**src/rtl/utf8_stream_decoder_unit_assert.svh**
```systemverilog
// Assertion macros for the UTF-8 stream decoder.
`ifndef UTF8_STREAM_DECODER_UNIT_ASSERT_SVH
`define UTF8_STREAM_DECODER_UNIT_ASSERT_SVH

// Same-cycle implication, checked on every clock edge outside reset.
`define UTF8SD_ASSERT_NOW(lbl, clk, rst, ante, cons, msg) \
   lbl: assert property (@(posedge clk) disable iff (rst) (ante) |-> (cons)) \
      else $error(msg);

// Next-cycle implication, checked on every clock edge outside reset.
`define UTF8SD_ASSERT_NEXT(lbl, clk, rst, ante, cons, msg) \
   lbl: assert property (@(posedge clk) disable iff (rst) (ante) |=> (cons)) \
      else $error(msg);

`endif

```
**src/rtl/utf8sd_pkg.sv**
```systemverilog
// Types and constants shared by the UTF-8 stream decoder modules.
`default_nettype none

package utf8sd_pkg;

   localparam logic [7:0] LEAD6_MASK  = 8'hfe;
   localparam logic [7:0] LEAD6_CODE  = 8'hfc;
   localparam logic [7:0] LEAD5_MASK  = 8'hfc;
   localparam logic [7:0] LEAD5_CODE  = 8'hf8;
   localparam logic [7:0] LEAD4_MASK  = 8'hf8;
   localparam logic [7:0] LEAD4_CODE  = 8'hf0;
   localparam logic [7:0] LEAD3_MASK  = 8'hf0;
   localparam logic [7:0] LEAD3_CODE  = 8'he0;
   localparam logic [7:0] LEAD2_MASK  = 8'he0;
   localparam logic [7:0] LEAD2_CODE  = 8'hc0;

   localparam logic [2:0] OWED_NONE   = 3'd0;
   localparam logic [2:0] OWED_ONE    = 3'd1;
   localparam logic [2:0] OWED_TWO    = 3'd2;
   localparam logic [2:0] OWED_THREE  = 3'd3;
   localparam logic [2:0] OWED_FOUR   = 3'd4;
   localparam logic [2:0] OWED_FIVE   = 3'd5;

   typedef struct packed {
      logic [30:0] code_point;
      logic        truncated;
      logic        final_result;
   } utf8sd_result_type;

   typedef struct packed {
      logic        have;
      logic [2:0]  owed;
      logic [30:0] gathered;
   } utf8sd_step_type;

endpackage

`default_nettype wire

```
**src/rtl/utf8sd_decode.sv**
```systemverilog
// Combinational decode of one byte against the current sequence state.
`default_nettype none

module utf8sd_decode (
   input  wire logic [7:0]                   byte_in,
   input  wire logic                         end_of_buffer,
   input  wire logic [2:0]                   owed,
   input  wire logic [30:0]                  gathered,
   output utf8sd_pkg::utf8sd_step_type       step,
   output utf8sd_pkg::utf8sd_result_type     result
);
   import utf8sd_pkg::*;

   logic [30:0] shifted;
   logic [2:0]  owed_less;

   assign shifted   = {gathered[24:0], byte_in[5:0]};
   assign owed_less = owed - OWED_ONE;

   always_comb begin
      step   = '{have: 1'b0, owed: OWED_NONE, gathered: 31'd0};
      result = '{code_point: 31'd0, truncated: 1'b0, final_result: end_of_buffer};
      if (owed == OWED_NONE) begin
         if ((byte_in & LEAD6_MASK) == LEAD6_CODE) begin
            step.owed     = OWED_FIVE;
            step.gathered = {30'd0, byte_in[0]};
         end else if ((byte_in & LEAD5_MASK) == LEAD5_CODE) begin
            step.owed     = OWED_FOUR;
            step.gathered = {29'd0, byte_in[1:0]};
         end else if ((byte_in & LEAD4_MASK) == LEAD4_CODE) begin
            step.owed     = OWED_THREE;
            step.gathered = {28'd0, byte_in[2:0]};
         end else if ((byte_in & LEAD3_MASK) == LEAD3_CODE) begin
            step.owed     = OWED_TWO;
            step.gathered = {27'd0, byte_in[3:0]};
         end else if ((byte_in & LEAD2_MASK) == LEAD2_CODE) begin
            step.owed     = OWED_ONE;
            step.gathered = {26'd0, byte_in[4:0]};
         end else begin
            step.have         = 1'b1;
            result.code_point = {23'd0, byte_in};
         end
      end else begin
         step.owed = owed_less;
         if (owed_less == OWED_NONE) begin
            step.have         = 1'b1;
            result.code_point = shifted;
         end else begin
            step.gathered = shifted;
         end
      end
      // drop a partial sequence at the buffer end
      if (!step.have && end_of_buffer) begin
         step.have          = 1'b1;
         step.owed          = OWED_NONE;
         step.gathered      = 31'd0;
         result.code_point  = 31'd0;
         result.truncated   = 1'b1;
      end
   end

endmodule

`default_nettype wire

```
**src/rtl/utf8sd_rsp_reg.sv**
```systemverilog
// Result register that holds one decoded word until the consumer takes it.
`default_nettype none

module utf8sd_rsp_reg (
   input  wire logic                         clock,
   input  wire logic                         reset,
   input  wire logic                         load,
   input  wire utf8sd_pkg::utf8sd_result_type result,
   output logic                              free,
   output logic                              rsp_valid,
   input  wire logic                         rsp_ready,
   output logic [30:0]                       rsp_code_point,
   output logic                              rsp_truncated,
   output logic                              rsp_final_result
);
   import utf8sd_pkg::*;

   logic              valid_ff;
   logic              valid_in;
   utf8sd_result_type data_ff;

   assign free     = !valid_ff || rsp_ready;
   assign valid_in = load ? 1'b1 : (rsp_ready ? 1'b0 : valid_ff);

   always_ff @(posedge clock) begin
      if (reset) begin
         valid_ff <= 1'b0;
      end else begin
         valid_ff <= valid_in;
      end
   end

   always_ff @(posedge clock) begin
      if (load) begin
         data_ff <= result;
      end
   end

   assign rsp_valid        = valid_ff;
   assign rsp_code_point   = data_ff.code_point;
   assign rsp_truncated    = data_ff.truncated;
   assign rsp_final_result = data_ff.final_result;

endmodule

`default_nettype wire

```
**src/rtl/utf8_stream_decoder_unit.sv**
```systemverilog
// Top level of the UTF-8 stream decoder (original six-byte form).
//
// Takes one byte per word on the req_ channel and gives one 31-bit code point
// on the rsp_ channel for each complete sequence, stray continuation byte,
// ASCII byte or 0xFE/0xFF byte. A byte marked end_of_buffer that leaves a
// sequence unfinished gives a word with truncated set and code point zero.
// One byte is accepted every cycle while the consumer keeps up; a result is
// presented once its byte has passed the input register and its result has been
// loaded into the result register. A result held by the consumer stalls the
// byte behind it in the input register. The rate is set by the update of the
// owed-byte counter and the payload accumulator, which every byte passes
// through in order.
`default_nettype none
`include "utf8_stream_decoder_unit_assert.svh"

module utf8_stream_decoder_unit (
   input  wire logic        clock,
   input  wire logic        reset,
   input  wire logic        req_valid,
   output logic             req_ready,
   input  wire logic [7:0]  req_byte_in,
   input  wire logic        req_end_of_buffer,
   output logic             rsp_valid,
   input  wire logic        rsp_ready,
   output logic [30:0]      rsp_code_point,
   output logic             rsp_truncated,
   output logic             rsp_final_result
);
   import utf8sd_pkg::*;

   logic              in_valid_ff;
   logic              in_valid_in;
   logic [7:0]        byte_ff;
   logic              last_ff;
   logic [2:0]        owed_ff;
   logic [30:0]       gathered_ff;
   logic              advance;
   logic              out_free;
   logic              req_take;
   utf8sd_step_type   step;
   utf8sd_result_type result;

   assign advance     = in_valid_ff && out_free;
   assign req_ready   = !in_valid_ff || advance;
   assign req_take    = req_valid && req_ready;
   assign in_valid_in = req_take ? 1'b1 : (advance ? 1'b0 : in_valid_ff);

   always_ff @(posedge clock) begin
      if (reset) begin
         in_valid_ff <= 1'b0;
         owed_ff     <= OWED_NONE;
         gathered_ff <= 31'd0;
      end else begin
         in_valid_ff <= in_valid_in;
         if (advance) begin
            owed_ff     <= step.owed;
            gathered_ff <= step.gathered;
         end
      end
   end

   always_ff @(posedge clock) begin
      if (req_take) begin
         byte_ff <= req_byte_in;
         last_ff <= req_end_of_buffer;
      end
   end

   utf8sd_decode u_decode (
      .byte_in       (byte_ff),
      .end_of_buffer (last_ff),
      .owed          (owed_ff),
      .gathered      (gathered_ff),
      .step          (step),
      .result        (result)
   );

   utf8sd_rsp_reg u_rsp_reg (
      .clock            (clock),
      .reset            (reset),
      .load             (advance && step.have),
      .result           (result),
      .free             (out_free),
      .rsp_valid        (rsp_valid),
      .rsp_ready        (rsp_ready),
      .rsp_code_point   (rsp_code_point),
      .rsp_truncated    (rsp_truncated),
      .rsp_final_result (rsp_final_result)
   );

   `UTF8SD_ASSERT_NOW(a_owed_range, clock, reset, 1'b1, owed_ff <= OWED_FIVE,
      "owed count out of range")
   `UTF8SD_ASSERT_NOW(a_trunc_zero, clock, reset, rsp_valid && rsp_truncated,
      rsp_code_point == 31'd0 && rsp_final_result, "truncated word not zero and final")
   `UTF8SD_ASSERT_NEXT(a_end_clears, clock, reset, advance && last_ff,
      owed_ff == OWED_NONE && gathered_ff == 31'd0, "state not clear after buffer end")
   `UTF8SD_ASSERT_NEXT(a_result_shown, clock, reset, advance && step.have, rsp_valid,
      "produced word not presented")

endmodule

`default_nettype wire

```
**config.mk**
```make
export PLATFORM = sky130hd
export DESIGN_NAME = utf8_stream_decoder_unit
export DESIGN_NICKNAME = d
export VERILOG_FILES = /design/src/rtl/utf8sd_pkg.sv /design/src/rtl/utf8sd_decode.sv /design/src/rtl/utf8sd_rsp_reg.sv /design/src/rtl/utf8_stream_decoder_unit.sv
export VERILOG_INCLUDE_DIRS = /design/src /design/src/rtl
export SDC_FILE = /design/constraint.sdc
export NUM_CORES = 1
export LEC_CHECK = 0
export ABC_AREA = 1
export BUFFER_PORTS_ARGS = -buffer_cell sky130_fd_sc_hd__buf_2
export CORE_MARGIN = 2
export CORE_UTILIZATION = 55
export CTS_CLUSTER_DIAMETER = 30
export DETAILED_ROUTE_END_ITERATION = 16
export PLACE_DENSITY = 0.78
export SYNTH_ARGS = -nofsm -noshare
export SYNTH_HDL_FRONTEND = slang
export SYNTH_SLANG_ARGS = --single-unit
```
**constraint.sdc**
```tcl
create_clock -name clock -period 2.45 [get_ports clock]
set_input_delay 0.3675 -clock clock [delete_from_list [all_inputs] [get_ports clock]]
set_output_delay 0.3675 -clock clock [all_outputs]
set_load 0.01 [all_outputs]
```
==> flow_summary.toml, run 1 <==
[outcome]
status = "finished, final reports clean"

[critical_path]
timing.rr.start = "owed_ff[0]$_SDFFE_PP0P_"
worstPathCellList = "inv_1 -> ha_1 -> inv_1 -> nor2_2 -> inv_2 -> nand3_4 -> buf_4 -> nand3_4 -> and3_1"
crit_path_max_incr_delay_ps = 330
crit_type = "reg2reg"
cp-endpoint = "u_rsp_reg.rsp_code_point[4]$_SDFFCE_PP0P_"
r2r_cells = 9
end_kind = "flip-flop"
cp.required_ps = 2550
worst-path-max-fanout = 21
startpoint_type = "flip-flop"
cp.depth = 9
critPathArrivalTime_ps = 2090
critical_path.top_delay_family = "simple AND/OR/NAND/NOR gates"
startpoint = "owed_ff[0]$_SDFFE_PP0P_"
r2r_slack_ps = 460
cp_slowest_cell = "dfxtp_1"
crit_buf_inv = 4
regToRegEndpoint = "u_rsp_reg.rsp_code_point[4]$_SDFFCE_PP0P_"

[timing]
grt_setup_unrepaired = "false"
relSlewSlack = 0.653
skew_ps = 9.75
slew_violations = 0
setup_viol = 0
worst_pin_slew_ps = 521
finalCritPeriodShare = 0.811
layout_min_cycle_time_ps = 1990
clock.fmax_mhz = 503
tns_ps = 0
final_hold_viol_count = 0

[floorplan]
core-area_mm2 = 0.00514
die_x_um = 77.0
fp.dieH_um = 77.0
dieArea_mm2 = 0.00594
start_util = 0.571
ios = 48
rows = 26

[placement]
finalWeightedCongestion = 0.828
numPortBuffers = 47
dpl_cell_area_mm2 = 0.00323
dp_hpwl_um = 3530

[clock_network]
cts_htree_levels = 3
tritoncts = "yes"
ctsLongestPathBuffers = 2
cts_root_buffer = "clkbuf_8"
clkLatencyLatePin_ps = 340
cts-resized-gates = 0
cts_hold_buf = 0
path_clk_slew_ps = 70
cts_buffers = 9
cts_setup_buffers = 0
clock_sinks = 72

[drt]
drtAntennaViolNets = 0
firstDrtPassIters = 4
drt-initial-drc-count = 189
drc_errors = 0
wirelength_um = 5230
via_per_inst = 5.07
wire_per_inst_um = 12.7
vias = 2089

[synthesis]
synth_cell_type_count = 28
synthCells = 287
avgSynthCellArea_um2 = 10.2
yosys_warnings = 0
synth_area_mm2 = 0.00293
ys_ff_latch = 72
synth_nets = 303
synth.yosys.seq_area_share = 0.635

[run]
maxCapViolCount = 0

[finish]
stdcell_area_mm2 = 0.00341
drive_above_1_share = 0.234
synthToLayoutAreaGrowth_pct = 16.1
antenna_cells = 0
nNetsFinal = 353
final_cell_mix = "54 x nor2_1, 47 x buf_2, 42 x edfxtp_1, 36 x nand2_1, 32 x inv_1"
mostFrequentLayoutCell = "nor2_1"

[grt]
grt_antenna_before_repair = 0
first_global_vias = 1902
grt_usage = 0.188
grt_pass1_wl_um = 8660
grt_max_degree = 35
overflow = 0

[power_and_ir_drop]
combPwrFrac = 0.107
p_per_area_mw_per_mm2 = 718
ir_worst_vdd_mv = 0.403
p_sw_mw = 0.604
cellLeakagePower_nw = 1.36
power_mw = 2.45
power_switching_share = 0.247
p_seq_frac = 0.554
pwr-share-clk = 0.340
internal-power_mw = 1.84

[hold_path]
hold_class = "in2reg"
[state kept, by name, indices dropped and copies added (netlist names)]
| name | count |
|---|---|
| byte_ff | 8 |
| gathered_ff | 25 |
| in_valid_ff | 1 |
| last_ff | 1 |
| owed_ff | 3 |
| u_rsp_reg.rsp_code_point | 31 |
| u_rsp_reg.rsp_final_result | 1 |
| u_rsp_reg.rsp_truncated | 1 |
| u_rsp_reg.rsp_valid | 1 |
[routing by layer]
layer,wire length [um],vias up,GRT usage,share of wire
met2,2610,62,0.318,0.50
met5,0,-,0,0
li1,-,1049,-,-
met1,2250,967,0.231,0.43
met4,77,0,0.0911,0.015
met3,296,11,0.0388,0.057
[metrics by stage]
step	hold slack, ps	util	setup slack (ps)	cells
after global placement	471	0.628	570	396
after global routing	192	0.663	342	412
after detailed placement	472	0.628	497	396
after CTS	187	0.663	488	412
after floorplan	457	-	455	287
final	195	0.663	462	412
[cells in the mapped netlist, drive strengths merged]
cell	number	share of area
nor2	58	0.078
clkinv	2	0.0026
mux2i	1	0.0034
ha	3	0.013
nand4	1	0.0043
o22ai	2	0.0043
edfxtp	42	0.43
nand2	40	0.058
and3	1	0.0021
a22oi	20	0.051
nand3	12	0.029
o21ai	9	0.015
dfxtp	30	0.20
buf	9	0.020
o31ai	1	0.0026
inv	37	0.047
clkbuf	3	0.0038
a21oi	15	0.026
xnor2	1	0.0055
[cells by family (layout without fill, tap and decap cells)]
kind of cell	Yosys count	after routing	synth area share
and+or+nand+nor	112	112	0.171
DFF	72	72	0.635
buffers and inverters	51	106	0.0738
AOI/OAI and AO/OA	47	47	0.0989
adders and majority gates	3	3	0.0128
xor gates and xnor gates	1	1	0.00555
muxes	1	1	0.00341
[how the worst min path moves through the flow]
stage	endpoint	from	cells after the start
after floorplan	gathered_ff[1]$_SDFFE_PP0P_	gathered_ff[1]$_SDFFE_PP0P_	2
after global placement	gathered_ff[4]$_SDFFE_PP0P_	gathered_ff[4]$_SDFFE_PP0P_	2
after detailed placement	gathered_ff[4]$_SDFFE_PP0P_	gathered_ff[4]$_SDFFE_PP0P_	2
after CTS	last_ff$_DFFE_PP_	req_end_of_buffer	1
after global routing	byte_ff[1]$_DFFE_PP_	req_byte_in[1]	1
final	byte_ff[5]$_DFFE_PP_	req_byte_in[5]	1
[power groups by stage]
stage          registers (mW)  logic, mW  clock network (mW)
2_1_floorplan            1.39      0.173                   0
3_3_place_gp             1.38      0.256                   0
3_5_place_dp             1.38      0.261                   0
4_1_cts                  1.35      0.261               0.848
5_1_grt                  1.36      0.289               0.898
6_report                 1.35      0.261               0.832
[area by class of cell]
type	instances	area (um^2)
inverters	39	146
well taps	70	87.6
clock inverters	3	16.3
flip-flops and latches	72	1860
repair buffers	51	278
multi-input cells	164	856
fillers	428	1730
clock buffers	13	160
Note: power is estimated with default switching activity, not from simulation.
==> run 2, diff against run 1 <==
--- a/config.mk
+++ b/config.mk
@@ -6,7 +6,7 @@
 export SDC_FILE = /design/constraint.sdc
 export NUM_CORES = 1
 export LEC_CHECK = 0
-export ABC_AREA = 1
+export ABC_AREA = 0
 export BUFFER_PORTS_ARGS = -buffer_cell sky130_fd_sc_hd__buf_2
 export CORE_MARGIN = 2
 export CORE_UTILIZATION = 55
==> constraint.sdc (replaced) <==
create_clock -name clock -period 1.9 [get_ports clock]
set_input_delay 0.285 -clock clock [delete_from_list [all_inputs] [get_ports clock]]
set_output_delay 0.285 -clock clock [all_outputs]
set_load 0.01 [all_outputs]
==> flow_summary.toml, run 2 <==
[critical_path]
worst-path-max-fanout = 17
crit_type = "reg2reg"
end_kind = "flip-flop"
cp.required_ps = 1950
startpoint_type = "flip-flop"
critPathArrivalTime_ps = 1930

[clock_network]
path_clk_slew_ps = 70
tritoncts = "yes"
cts_root_buffer = "clkbuf_8"
cts_hold_buf = 0
clock_sinks = 72
ctsLongestPathBuffers = 2
clkLatencyLatePin_ps = 340
cts_buffers = 9
cts_htree_levels = 3

[synthesis]
yosysMostFrequentCell = "edfxtp_1"
synth.yosys.seq_area_share = 0.655
synth.area.top_cells = "edfxtp_1 44%, dfxtp_1 21%, a22o_1 8.3%, and2_1 5.3%, buf_6 1.6%"
avgSynthCellArea_um2 = 13.8
synth_common_cells = "42 x edfxtp_1, 30 x dfxtp_1, 27 x a22o_1"
synthMuxAreaShare = 0.00352
synth_area_mm2 = 0.00284
ys_ff_latch = 72
synth_xor_area_frac = 0
synth-simple-area-share = 0.139
synth_top_area_share = 0.443
async_reset_ff_frac = 0
synthAdderAreaFrac = 0.0132
synth_area_leader_cell = "edfxtp_1"
synth_cell_type_count = 42
synth_compound_area_frac = 0.156
synth_flop_cell = "edfxtp_1"
yosys_warnings = 0
synthCells = 206
synth_top_family_by_area = "compound AO/OA/AOI/OAI gates"
synth_nets = 222
synth_edf_count = 42

[drt]
drc_errors = 0
wire_per_inst_um = 14.3
top_layer = "met4"
wirelength_um = 4940
drtAntennaViolNets = 0
via_per_inst = 5.33
wl_met2_um = 2460
dr_wl_met3_um = 222
vias = 1845
wl_met1_um = 2090
firstDrtPassIters = 4
drt-initial-drc-count = 88

[timing]
setup_viol = 0
skew_ps = 8.12
finalCritPeriodShare = 0.989
clock.fmax_mhz = 532
grt_setup_unrepaired = "true"
relSlewSlack = 0.688
hold_slack_ps = 118
worst_pin_slew_ps = 467
layout_min_cycle_time_ps = 1880
fin_ws_ps = 21.8
slew_violations = 0
final_hold_viol_count = 0

[finish]
antenna_cells = 0
fin_util = 0.707
final_cell_mix = "47 x buf_2, 42 x edfxtp_1, 28 x dfxtp_1, 27 x a22o_1, 24 x and2_1"
drive_above_1_share = 0.362
largest_register_ff_count = 31
n_fill_cell = 344
multi_input_comb_area_um2 = 965
synthToLayoutAreaGrowth_pct = 25.4
mostFrequentLayoutCell = "buf_2"
nNetsFinal = 287
regArea_mm2 = 0.00187

[floorplan]
die_x_um = 75.9
core-area_mm2 = 0.00504
rows = 26
start_util = 0.564
fp.dieH_um = 75.9
dieArea_mm2 = 0.00576
ios = 48

[hold_path]
hold_class = "in2reg"

[grt]
grt_usage = 0.173
first_global_vias = 1693
grt_antenna_before_repair = 0
overflow = 0
grt_pass1_wl_um = 7760
grt_max_degree = 34

[placement]
numPortBuffers = 47
dp_hpwl_um = 3140
finalWeightedCongestion = 0.816
place_ws_ps = 67.3

[outcome]
status = "finished, final reports clean"

[power_and_ir_drop]
cellLeakagePower_nw = 1.43
p_per_area_mw_per_mm2 = 915
power_mw = 3.27
ir_worst_vdd_mv = 0.567

[run]
maxCapViolCount = 0
[run 2: stage by stage]
stage | cells | cell area [um^2] | TNS, ps
6_report | 346 | 3570 | 0
5_1_grt | 346 | 3570 | -779
4_1_cts | 336 | 3450 | 0
3_5_place_dp | 320 | 3230 | 0
3_3_place_gp | 320 | 3230 | 0
2_1_floorplan | 206 | 2910 | -5700
[run 2: cells by family (layout without fill, tap and decap cells)]
kind of cell | after synthesis | after routing
flip-flops | 72 | 72
AND/OR/NAND/NOR | 63 | 63
AO/OA/AOI/OAI | 52 | 52
buffers and inverters | 15 | 85
adder cells (fa/ha/maj) | 3 | 3
multiplexers | 1 | 1
[run 2: area by class of cell]
| cell class | count | share of cell area |
|---|---|---|
| inverters | 5 | 0.00596 |
| repair buffers | 64 | 0.115 |
| clock buffers | 13 | 0.0477 |
| multi-input cells | 119 | 0.270 |
| flip-flops and latches | 72 | 0.523 |
| well taps | 70 | 0.0246 |
| clock inverters | 3 | 0.0133 |
[run 2: worst paths after layout]
kind | end | from | cells after the start | slack, ps
worst max-delay path | u_rsp_reg.rsp_code_point[1]$_SDFFCE_PP0P_ | owed_ff[0]$_SDFFE_PP0P_ | 7 | 20
worst min-delay path | last_ff$_DFFE_PP_ | req_end_of_buffer | 1 | 120
worst max register to register | u_rsp_reg.rsp_code_point[1]$_SDFFCE_PP0P_ | owed_ff[0]$_SDFFE_PP0P_ | 7 | 20
worst min register to register | gathered_ff[20]$_SDFFE_PP0P_ | gathered_ff[20]$_SDFFE_PP0P_ | 1 | 480
[run 2: worst max-delay path, cell delays in order, from the launching register on]
cell       delay, ps
dfxtp_4          350
inv_2             90
ha_4             200
nor2b_4          270
o2bb2ai_4        200
nor3_4            70
nor2_4           200
buf_12           190
[run 2: timing repair]
item                       in CTS  in global routing
setup buffers                   0                  8
setup endpoints to repair       0                 54
gates resized for setup         0                  5
[run 2: metal layers]
metal,GRT usage,up-vias
li1,-,899
met2,0.284,52
met4,0.104,0
met1,0.201,877
met3,0.0512,17
met5,0,-
[run 2: where the power goes]
part           switching, mW  leakage [nW]  internal, mW  total, mW
Combinational          0.147         0.669         0.122      0.269
Sequential            0.0284         0.648          1.70       1.73
Clock                  0.537         0.109         0.728       1.27
Total                  0.713          1.43          2.55       3.27
